### src/rtl/core/ang_pkg.sv
// ----------------------------------------------------------------------------
// ang_pkg
// Shared types, codes and the microcode table of the audio noise gate.
// ----------------------------------------------------------------------------
package ang_pkg;

    // gate phases
    localparam logic [1:0] PH_IDLE   = 2'd0;
    localparam logic [1:0] PH_ATTACK = 2'd1;
    localparam logic [1:0] PH_ACTIVE = 2'd2;
    localparam logic [1:0] PH_DECAY  = 2'd3;

    // register field widths
    localparam int THR_BITS      = 15;
    localparam int MS_BITS       = 11;
    localparam int SPM_BITS      = 8;
    localparam int LOAD_BITS     = MS_BITS + SPM_BITS;
    localparam int CFG_IDX_BITS  = 3;
    localparam int CFG_DATA_BITS = 16;

    // register indexes
    localparam logic [CFG_IDX_BITS-1:0] REG_THRESHOLD = 3'd0;
    localparam logic [CFG_IDX_BITS-1:0] REG_ATTACK_MS = 3'd1;
    localparam logic [CFG_IDX_BITS-1:0] REG_HOLD_MS   = 3'd2;
    localparam logic [CFG_IDX_BITS-1:0] REG_DECAY_MS  = 3'd3;
    localparam logic [CFG_IDX_BITS-1:0] REG_SPM       = 3'd4;

    // register reset values
    localparam logic [THR_BITS-1:0] THRESHOLD_RST = 15'd1000;
    localparam logic [MS_BITS-1:0]  ATTACK_MS_RST = 11'd10;
    localparam logic [MS_BITS-1:0]  HOLD_MS_RST   = 11'd100;
    localparam logic [MS_BITS-1:0]  DECAY_MS_RST  = 11'd100;
    localparam logic [SPM_BITS-1:0] SPM_RST       = 8'd48;

    // Q16 ramp gain, one extra bit for unity
    localparam int Q_SHIFT   = 16;
    localparam int GAIN_BITS = Q_SHIFT + 1;
    localparam int DIV_STEPS = GAIN_BITS;
    localparam int ITER_BITS = $clog2(DIV_STEPS + 1);
    localparam logic [GAIN_BITS-1:0] GAIN_ONE = GAIN_BITS'(1) << Q_SHIFT;
    localparam logic [Q_SHIFT-1:0]   ROUND_ADD = '1;

    typedef struct packed {
        logic [THR_BITS-1:0] gate_threshold;
        logic [MS_BITS-1:0]  attack_ms;
        logic [MS_BITS-1:0]  hold_ms;
        logic [MS_BITS-1:0]  decay_ms;
        logic [SPM_BITS-1:0] samples_per_ms;
    } cfg_t;

    // micro-operations
    typedef enum logic [2:0] {
        UOP_NOP,
        UOP_WAIT_IN,
        UOP_UPDATE,
        UOP_DIV_INIT,
        UOP_DIV_STEP,
        UOP_MUL,
        UOP_SCALE,
        UOP_EMIT
    } uop_t;

    // jump conditions
    typedef enum logic [2:0] {
        COND_NEVER,
        COND_ALWAYS,
        COND_IN_VALID,
        COND_FLAT,
        COND_DIV_LAST,
        COND_OUT_FREE
    } cond_t;

    localparam int STEP_BITS = 3;

    localparam logic [STEP_BITS-1:0] ST_WAIT     = 3'd0;
    localparam logic [STEP_BITS-1:0] ST_UPDATE   = 3'd1;
    localparam logic [STEP_BITS-1:0] ST_DIV_INIT = 3'd2;
    localparam logic [STEP_BITS-1:0] ST_DIV_STEP = 3'd3;
    localparam logic [STEP_BITS-1:0] ST_MUL      = 3'd4;
    localparam logic [STEP_BITS-1:0] ST_SCALE    = 3'd5;
    localparam logic [STEP_BITS-1:0] ST_EMIT     = 3'd6;

    // when cond holds jump to target, else stay (loop) or advance
    typedef struct packed {
        uop_t                 op;
        cond_t                cond;
        logic                 loop;
        logic [STEP_BITS-1:0] target;
    } ucode_t;

    typedef struct packed {
        logic flat;
        logic div_last;
    } dp_status_t;

    typedef struct packed {
        logic in_valid;
        logic out_free;
        logic flat;
        logic div_last;
    } seq_cond_t;

    function automatic ucode_t ucode_rom(input logic [STEP_BITS-1:0] step);
        ucode_t w;
        case (step)
            ST_WAIT:     w = '{UOP_WAIT_IN,  COND_IN_VALID, 1'b1, ST_UPDATE};
            ST_UPDATE:   w = '{UOP_UPDATE,   COND_FLAT,     1'b0, ST_MUL};
            ST_DIV_INIT: w = '{UOP_DIV_INIT, COND_NEVER,    1'b0, ST_WAIT};
            ST_DIV_STEP: w = '{UOP_DIV_STEP, COND_DIV_LAST, 1'b1, ST_MUL};
            ST_MUL:      w = '{UOP_MUL,      COND_NEVER,    1'b0, ST_WAIT};
            ST_SCALE:    w = '{UOP_SCALE,    COND_NEVER,    1'b0, ST_WAIT};
            ST_EMIT:     w = '{UOP_EMIT,     COND_OUT_FREE, 1'b1, ST_WAIT};
            default:     w = '{UOP_NOP,      COND_ALWAYS,   1'b0, ST_WAIT};
        endcase
        return w;
    endfunction

endpackage

### src/rtl/core/ang_useq.sv
// ----------------------------------------------------------------------------
// ang_useq
// Microcode sequencer: step counter, control word table and jump logic.
// ----------------------------------------------------------------------------
module ang_useq (
    input  logic               aclk,
    input  logic               aresetn,
    input  ang_pkg::seq_cond_t cond_in,
    output ang_pkg::ucode_t    uword
);

    logic [ang_pkg::STEP_BITS-1:0] step_reg;
    logic [ang_pkg::STEP_BITS-1:0] step_next;
    logic                          take_jump;

    assign uword = ang_pkg::ucode_rom(step_reg);

    always_comb begin
        case (uword.cond)
            ang_pkg::COND_NEVER:    take_jump = 1'b0;
            ang_pkg::COND_ALWAYS:   take_jump = 1'b1;
            ang_pkg::COND_IN_VALID: take_jump = cond_in.in_valid;
            ang_pkg::COND_FLAT:     take_jump = cond_in.flat;
            ang_pkg::COND_DIV_LAST: take_jump = cond_in.div_last;
            ang_pkg::COND_OUT_FREE: take_jump = cond_in.out_free;
            default:                take_jump = 1'b0;
        endcase
    end

    always_comb begin
        if (take_jump) begin
            step_next = uword.target;
        end else if (uword.loop) begin
            step_next = step_reg;
        end else begin
            step_next = step_reg + ang_pkg::STEP_BITS'(1);
        end
    end

    always_ff @(posedge aclk) begin
        if (!aresetn) begin
            step_reg <= ang_pkg::ST_WAIT;
        end else begin
            step_reg <= step_next;
        end
    end

endmodule

### src/rtl/core/ang_datapath.sv
// ----------------------------------------------------------------------------
// ang_datapath
// Gate state, duration counters, serial ramp divider and gain multiplier,
// each driven by the micro-operation of the current step.
// ----------------------------------------------------------------------------
module ang_datapath #(
    parameter int SAMPLE_BITS = 16,
    parameter int COUNT_BITS  = 20
) (
    input  logic                          aclk,
    input  logic                          aresetn,
    input  ang_pkg::ucode_t               uword,
    input  ang_pkg::cfg_t                 cfg,
    input  logic                          s_accept,
    input  logic signed [SAMPLE_BITS-1:0] s_sample_in,
    output ang_pkg::dp_status_t           status,
    output logic signed [SAMPLE_BITS-1:0] y_out,
    output logic [1:0]                    phase_out
);

    localparam int SB     = SAMPLE_BITS;
    localparam int CB     = COUNT_BITS;
    localparam int GW     = ang_pkg::GAIN_BITS;
    localparam int PROD_W = GW + SB;
    localparam int LP_W   = ang_pkg::LOAD_BITS;
    localparam int LW     = (CB > LP_W) ? CB : LP_W;
    localparam int CMPW   = (SB > ang_pkg::THR_BITS) ? SB : ang_pkg::THR_BITS;
    localparam int IW     = ang_pkg::ITER_BITS;

    localparam logic [CB-1:0] CMAX = '1;

    logic [1:0]        phase_reg, phase_next;
    logic [CB-1:0]     ac_reg, ac_next;
    logic [CB-1:0]     al_reg, al_next;
    logic [CB-1:0]     hc_reg, hc_next;
    logic [CB-1:0]     dc_reg, dc_next;
    logic [CB-1:0]     dl_reg, dl_next;

    logic [SB-1:0]     mag_reg, mag_next;
    logic              neg_reg, neg_next;
    logic [CB-1:0]     num_reg, num_next;
    logic [CB-1:0]     len_reg, len_next;
    logic [CB:0]       rem_reg, rem_next;
    logic [GW-1:0]     q_reg, q_next;
    logic              lz_reg, lz_next;
    logic [IW-1:0]     iter_reg, iter_next;
    logic [PROD_W-1:0] prod_reg, prod_next;
    logic [SB-1:0]     y_reg, y_next;

    logic [SB-1:0]     raw_in;
    logic [SB-1:0]     mag_in;
    logic              loud;
    logic [ang_pkg::MS_BITS-1:0] ms_sel;
    logic [LP_W-1:0]   load_prod;
    logic [CB-1:0]     load_len;
    logic [CB-1:0]     ac_dec, dc_dec;
    logic [CB-1:0]     num_clamp;
    logic [CB:0]       rem_sh;
    logic              rem_ge;
    logic [GW-1:0]     gain;
    logic [PROD_W-1:0] prod_rnd;
    logic [SB-1:0]     mag_out;

    // sample magnitude, most negative value maps to 2^(SB-1)
    assign raw_in = s_sample_in;
    assign mag_in = raw_in[SB-1] ? (~raw_in + SB'(1)) : raw_in;

    assign loud = CMPW'(mag_reg) > CMPW'(cfg.gate_threshold);

    // one shared ms * samples_per_ms product, picked by phase and loudness
    always_comb begin
        case (phase_reg)
            ang_pkg::PH_ATTACK: ms_sel = cfg.hold_ms;
            ang_pkg::PH_ACTIVE: ms_sel = loud ? cfg.hold_ms : cfg.decay_ms;
            default:            ms_sel = cfg.attack_ms;
        endcase
    end

    assign load_prod = LP_W'(ms_sel) * LP_W'(cfg.samples_per_ms);
    assign load_len  = (LW'(load_prod) > LW'(CMAX)) ? CMAX : CB'(load_prod);

    assign ac_dec = (ac_reg == '0) ? '0 : ac_reg - CB'(1);
    assign dc_dec = (dc_reg == '0) ? '0 : dc_reg - CB'(1);

    // restoring divider, the first step works on the unshifted numerator
    assign num_clamp = (num_reg > len_reg) ? len_reg : num_reg;
    assign rem_sh    = (iter_reg == IW'(ang_pkg::DIV_STEPS)) ? rem_reg
                                                             : {rem_reg[CB-1:0], 1'b0};
    assign rem_ge    = rem_sh >= {1'b0, len_reg};

    assign gain     = lz_reg ? '0 : q_reg;
    assign prod_rnd = neg_reg ? prod_reg + PROD_W'(ang_pkg::ROUND_ADD) : prod_reg;
    assign mag_out  = prod_rnd[ang_pkg::Q_SHIFT +: SB];

    always_comb begin
        phase_next = phase_reg;
        ac_next    = ac_reg;
        al_next    = al_reg;
        hc_next    = hc_reg;
        dc_next    = dc_reg;
        dl_next    = dl_reg;
        mag_next   = mag_reg;
        neg_next   = neg_reg;
        num_next   = num_reg;
        len_next   = len_reg;
        rem_next   = rem_reg;
        q_next     = q_reg;
        lz_next    = lz_reg;
        iter_next  = iter_reg;
        prod_next  = prod_reg;
        y_next     = y_reg;

        if (s_accept) begin
            mag_next = mag_in;
            neg_next = raw_in[SB-1];
        end

        case (uword.op)
            ang_pkg::UOP_UPDATE: begin
                case (phase_reg)
                    ang_pkg::PH_IDLE: begin
                        if (loud) begin
                            ac_next    = load_len;
                            al_next    = load_len;
                            phase_next = ang_pkg::PH_ATTACK;
                        end
                        q_next  = '0;
                        lz_next = 1'b0;
                    end
                    ang_pkg::PH_ATTACK: begin
                        if (ac_reg <= CB'(1)) begin
                            hc_next    = load_len;
                            phase_next = ang_pkg::PH_ACTIVE;
                        end
                        ac_next  = ac_dec;
                        num_next = al_reg - ((ac_dec > al_reg) ? al_reg : ac_dec);
                        len_next = al_reg;
                    end
                    ang_pkg::PH_ACTIVE: begin
                        if (loud) begin
                            hc_next = load_len;
                        end else if (hc_reg <= CB'(1)) begin
                            dc_next    = load_len;
                            dl_next    = load_len;
                            phase_next = ang_pkg::PH_DECAY;
                        end else begin
                            hc_next = hc_reg - CB'(1);
                        end
                        q_next  = ang_pkg::GAIN_ONE;
                        lz_next = 1'b0;
                    end
                    default: begin
                        // loud sample restarts attack but still uses decay gain
                        if (loud) begin
                            ac_next    = load_len;
                            al_next    = load_len;
                            phase_next = ang_pkg::PH_ATTACK;
                        end else if (dc_reg <= CB'(1)) begin
                            phase_next = ang_pkg::PH_IDLE;
                        end
                        dc_next  = dc_dec;
                        num_next = dc_dec;
                        len_next = dl_reg;
                    end
                endcase
            end
            ang_pkg::UOP_DIV_INIT: begin
                rem_next  = {1'b0, num_clamp};
                q_next    = '0;
                lz_next   = (len_reg == '0);
                iter_next = IW'(ang_pkg::DIV_STEPS);
            end
            ang_pkg::UOP_DIV_STEP: begin
                rem_next  = rem_ge ? rem_sh - {1'b0, len_reg} : rem_sh;
                q_next    = {q_reg[GW-2:0], rem_ge};
                iter_next = iter_reg - IW'(1);
            end
            ang_pkg::UOP_MUL: begin
                prod_next = PROD_W'(gain) * PROD_W'(mag_reg);
            end
            ang_pkg::UOP_SCALE: begin
                y_next = neg_reg ? (~mag_out + SB'(1)) : mag_out;
            end
            default: begin
            end
        endcase
    end

    always_ff @(posedge aclk) begin
        if (!aresetn) begin
            phase_reg <= ang_pkg::PH_IDLE;
            ac_reg    <= '0;
            al_reg    <= '0;
            hc_reg    <= '0;
            dc_reg    <= '0;
            dl_reg    <= '0;
            iter_reg  <= '0;
        end else begin
            phase_reg <= phase_next;
            ac_reg    <= ac_next;
            al_reg    <= al_next;
            hc_reg    <= hc_next;
            dc_reg    <= dc_next;
            dl_reg    <= dl_next;
            iter_reg  <= iter_next;
        end
    end

    always_ff @(posedge aclk) begin
        mag_reg  <= mag_next;
        neg_reg  <= neg_next;
        num_reg  <= num_next;
        len_reg  <= len_next;
        rem_reg  <= rem_next;
        q_reg    <= q_next;
        lz_reg   <= lz_next;
        prod_reg <= prod_next;
        y_reg    <= y_next;
    end

    assign status.flat     = (phase_reg == ang_pkg::PH_IDLE) ||
                             (phase_reg == ang_pkg::PH_ACTIVE);
    assign status.div_last = (iter_reg == IW'(1));
    assign y_out           = y_reg;
    assign phase_out       = phase_reg;

endmodule

### src/rtl/core/audio_noise_gate_top.sv
// ----------------------------------------------------------------------------
// audio_noise_gate_top
// In attack and decay a 17-step serial divider forms the ramp gain for each
// input beat; in idle and active the update goes straight to the multiply.
// One sample is in flight at a time; a new sample is taken while the
// previous result waits in the output register.
// Reset (aresetn, synchronous): registers to defaults, gate idle, counters 0.
// ----------------------------------------------------------------------------
module audio_noise_gate_top #(
    parameter int SAMPLE_BITS = 16,
    parameter int COUNT_BITS  = 20
) (
    input  logic                                    aclk,
    input  logic                                    aresetn,

    input  logic                                    cfg_valid,
    output logic                                    cfg_ready,
    input  logic [ang_pkg::CFG_IDX_BITS-1:0]        cfg_index,
    input  logic [ang_pkg::CFG_DATA_BITS-1:0]       cfg_data,

    input  logic                                    s_valid,
    output logic                                    s_ready,
    input  logic signed [SAMPLE_BITS-1:0]           s_sample_in,

    output logic                                    m_valid,
    input  logic                                    m_ready,
    output logic signed [SAMPLE_BITS-1:0]           m_sample_out,
    output logic [1:0]                              m_gate_phase
);

    ang_pkg::cfg_t      cfg_reg, cfg_next;
    ang_pkg::ucode_t    uword;
    ang_pkg::dp_status_t dp_status;
    ang_pkg::seq_cond_t seq_cond;

    logic                          s_accept;
    logic                          out_free;
    logic                          emit;
    logic signed [SAMPLE_BITS-1:0] y_val;
    logic [1:0]                    phase_val;

    logic                          m_valid_reg, m_valid_next;
    logic signed [SAMPLE_BITS-1:0] m_sample_reg, m_sample_next;
    logic [1:0]                    m_phase_reg, m_phase_next;

    logic [ang_pkg::MS_BITS-1:0]   ms_wr;
    logic [ang_pkg::SPM_BITS-1:0]  spm_wr;

    // register file, zero durations and samples_per_ms stored as one
    assign cfg_ready = 1'b1;
    assign ms_wr     = (cfg_data[ang_pkg::MS_BITS-1:0] == '0) ? ang_pkg::MS_BITS'(1)
                                                             : cfg_data[ang_pkg::MS_BITS-1:0];
    assign spm_wr    = (cfg_data[ang_pkg::SPM_BITS-1:0] == '0) ? ang_pkg::SPM_BITS'(1)
                                                               : cfg_data[ang_pkg::SPM_BITS-1:0];

    always_comb begin
        cfg_next = cfg_reg;
        if (cfg_valid) begin
            case (cfg_index)
                ang_pkg::REG_THRESHOLD:
                    cfg_next.gate_threshold = cfg_data[ang_pkg::THR_BITS-1:0];
                ang_pkg::REG_ATTACK_MS: cfg_next.attack_ms      = ms_wr;
                ang_pkg::REG_HOLD_MS:   cfg_next.hold_ms        = ms_wr;
                ang_pkg::REG_DECAY_MS:  cfg_next.decay_ms       = ms_wr;
                ang_pkg::REG_SPM:       cfg_next.samples_per_ms = spm_wr;
                default: begin
                end
            endcase
        end
    end

    always_ff @(posedge aclk) begin
        if (!aresetn) begin
            cfg_reg.gate_threshold <= ang_pkg::THRESHOLD_RST;
            cfg_reg.attack_ms      <= ang_pkg::ATTACK_MS_RST;
            cfg_reg.hold_ms        <= ang_pkg::HOLD_MS_RST;
            cfg_reg.decay_ms       <= ang_pkg::DECAY_MS_RST;
            cfg_reg.samples_per_ms <= ang_pkg::SPM_RST;
        end else begin
            cfg_reg <= cfg_next;
        end
    end

    // input and output beats
    assign s_ready  = (uword.op == ang_pkg::UOP_WAIT_IN);
    assign s_accept = s_valid && s_ready;
    assign out_free = !m_valid_reg || m_ready;
    assign emit     = (uword.op == ang_pkg::UOP_EMIT) && out_free;

    assign seq_cond.in_valid = s_valid;
    assign seq_cond.out_free = out_free;
    assign seq_cond.flat     = dp_status.flat;
    assign seq_cond.div_last = dp_status.div_last;

    ang_useq u_useq (
        .aclk    (aclk),
        .aresetn (aresetn),
        .cond_in (seq_cond),
        .uword   (uword)
    );

    ang_datapath #(
        .SAMPLE_BITS (SAMPLE_BITS),
        .COUNT_BITS  (COUNT_BITS)
    ) u_datapath (
        .aclk        (aclk),
        .aresetn     (aresetn),
        .uword       (uword),
        .cfg         (cfg_reg),
        .s_accept    (s_accept),
        .s_sample_in (s_sample_in),
        .status      (dp_status),
        .y_out       (y_val),
        .phase_out   (phase_val)
    );

    always_comb begin
        m_valid_next  = m_valid_reg;
        m_sample_next = m_sample_reg;
        m_phase_next  = m_phase_reg;
        if (m_valid_reg && m_ready) begin
            m_valid_next = 1'b0;
        end
        if (emit) begin
            m_valid_next  = 1'b1;
            m_sample_next = y_val;
            m_phase_next  = phase_val;
        end
    end

    always_ff @(posedge aclk) begin
        if (!aresetn) begin
            m_valid_reg <= 1'b0;
        end else begin
            m_valid_reg <= m_valid_next;
        end
    end

    always_ff @(posedge aclk) begin
        m_sample_reg <= m_sample_next;
        m_phase_reg  <= m_phase_next;
    end

    assign m_valid      = m_valid_reg;
    assign m_sample_out = m_sample_reg;
    assign m_gate_phase = m_phase_reg;

endmodule

### config.mk
export PLATFORM = sky130hd
export DESIGN_NAME = audio_noise_gate_top
export DESIGN_NICKNAME = d
export VERILOG_FILES = /design/src/rtl/core/ang_pkg.sv /design/src/rtl/core/ang_useq.sv /design/src/rtl/core/ang_datapath.sv /design/src/rtl/core/audio_noise_gate_top.sv
export SDC_FILE = /design/constraint.sdc
export NUM_CORES = 2
export LEC_CHECK = 0
export BUFFER_PORTS_ARGS = -buffer_cell sky130_fd_sc_hd__buf_2
export CAP_MARGIN = 20
export CORE_MARGIN = 4
export CORE_UTILIZATION = 25
export CTS_CLUSTER_DIAMETER = 60
export DETAILED_ROUTE_END_ITERATION = 6
export GPL_ROUTABILITY_DRIVEN = 0
export PLACE_DENSITY_LB_ADDON = 0.12
export SLEW_MARGIN = 25
export SYNTH_ARGS = -nofsm -noshare
export SYNTH_HDL_FRONTEND = slang
export SYNTH_HIERARCHICAL = 1
export SYNTH_SLANG_ARGS = --single-unit
### constraint.sdc
create_clock -name aclk -period 14.6 [get_ports aclk]
set_clock_uncertainty 0.2 [all_clocks]
set_input_delay 2.92 -clock aclk [delete_from_list [all_inputs] [get_ports aclk]]
set_output_delay 2.92 -clock aclk [all_outputs]
set_load 0.02 [all_outputs]
==> impl_metrics.tcl <==
set metrics [dict create \
    worst-path-max-fanout 18 \
    worst_skew_pair.late_latency_ps 620 \
    via_count 23800 \
    numCtsBuffers 54 \
    clockBufferDepth 3 \
    setup_viol 0 \
    antenna_found_initial 2 \
    grt.overflow.total 0 \
    wl_met1_um 48500 \
    insertedDiodeCount 0 \
    num_rows 129 \
    worstPathArrival_ps 9430 \
    layout-drive-gt1-share_pct 9.46 \
    drt_iter0_markers 1121 \
    io_buffers 58 \
    path_cells "ha_1 -> a21o_1 -> a221o_1 -> a221oi_2 -> nor3_1 -> or4_4 -> a31o_1 -> nand2_1 -> fa_1 -> fa_1 -> inv_1 -> fa_1 -> inv_1 -> fa_1 -> inv_1 -> ha_1 -> o21a_1 -> a21boi_0 -> o21ai_0 -> o2111a_1 -> a211oi_1 -> mux2_2 -> o32ai_1" \
    vias_per_cell 4.63 \
    status "complete, no violations" \
    slowest_delay_ps 850 \
    ant_nets 0 \
    grt_pass1_vias 24400 \
    largest_reg_flops 56 \
    timing.slew.headroom_pct 31.7 \
    grtUsageTotal_pct 14.6 \
    cts_resized 0 \
    yosys_warnings 6 \
    core-area_mm2 0.124 \
    setup-tns-final_ps 0 \
    path_class "reg2reg" \
    clk_pin_slew_ps 50 \
    top_layer "met4" \
    final_nets 4011 \
    drt-total-wl_um 95900 \
    cpMostUsedCell "fa_1" \
    drc 0 \
    finalCriticalPeriod_ps 9110 \
    worst-slew-pin-transition_ps 1020 \
    dieArea_mm2 0.131 \
    clock_sinks 326 \
    syn_area_mm2 0.0312 \
    rsz0062_at_grt "no" \
    cts_root_buf "clkbuf_16" \
    grt_max_degree 57 \
    io_pins 61 \
    required_ps 14920 \
    dr.pass1.iters 7 \
    postCtsSetupBuffers 0 \
    initial_core_util_pct 25.2 \
    endpoint_kind "register" \
    timing.final.crit_share_pct 62.4 \
    slew_viol_final 0 \
    fp.dieW_um 361 \
    dr_wl_met2_um 43100 \
    wl_met3_um 2700 \
    tritoncts "yes" \
    area_growth_pct 12.7 \
    hold_class "reg2reg" \
    h-tree-depth 2 \
    dpl.hpwl_um 70700 \
    syn-instance-count 3436 \
    fmax_ghz 0.110 \
    cts_hold_buf 0 \
    grt_pass1_wl_um 149000 \
    start_kind "register" \
    slowest_stage "edfxtp_1" \
    wl_per_cell_um 18.7 \
    synth_nets 3991 \
    fillers 13400 \
    fp.dieH_um 361 \
    cap_violations 0 \
    hold_viol 0 \
    avgSynthCellArea_um2 9.09 \
]
-- worst paths after layout --
check / slack (ps) / start / endpoint / cells after the start
setup / recovery: 5490 / u_datapath/mag_reg[5] / u_datapath/ac_reg[17] / 23
hold reg to reg: 220 / u_datapath/y_out[2] / m_sample_out[2] / 0
setup reg to reg: 5490 / u_datapath/mag_reg[5] / u_datapath/ac_reg[17] / 23
hold / removal: 220 / u_datapath/y_out[2] / m_sample_out[2] / 0
-- worst max-delay path, delay by kind of cell (launching register included) --
kind / cells / cell delay [ps]
AND/OR/NAND/NOR: 3 / 1030
AO/OA/AOI/OAI: 10 / 3470
multiplexers: 1 / 520
adder cells (fa/ha/maj): 6 / 2750
flip-flops: 1 / 850
buffers and inverters: 3 / 150
-- final cells by class --
class	instances	area (um2)	area share, %
timing repair buffer	115	726	2.06
inverter	411	1550	4.39
clock inverter	32	307	0.871
clock buffer	68	1450	4.11
sequential	326	8140	23.1
multi-input combinational	2548	21000	59.6
tap	1637	2050	5.82
-- metrics by stage --
stage	cell area (um2)	utilization (%)	cells	hold slack, ps	setup slack (ps)
floorplan	31200	-	3436	200	7130
global placement	33400	27.0	5036	211	5280
detailed placement	33400	27.0	5036	205	5240
CTS	35200	28.4	5136	218	5190
global route	35200	28.4	5137	223	4760
finish	35200	28.4	5137	217	5490
-- per-layer routing --
layer	vias up	GRT usage (%)
met3	91	1.52
li1	11700	-
met1	11700	21.3
met4	0	3.05
met5	-	0
met2	301	23.4
-- layout by cell type (no fill, tap or decap), types with 17 or more instances in the layout --
cell and instances:
buf_2 58, nand3_1 58, a211oi_1 50, ha_1 250, or3_1 26, nand4_1 18, edfxtp_1 161, mux2i_1 76
nand2b_1 17, o21a_1 23, xor2_1 35, a21o_1 43, nor2b_1 41, nor2_1 185, mux2_2 44, nor3_1 81
xnor2_1 93, a21boi_0 38, nand2_1 449, nor4_1 30, and2_1 199, inv_1 407, o211ai_1 21, dfxtp_1 165
clkbuf_16 55, o21ai_0 101, a21oi_1 141, fa_1 263, buf_4 56
Power is left out: the tool's default activity adds up to more than one toggle a clock period on the data nets, which glitch-free logic cannot reach.
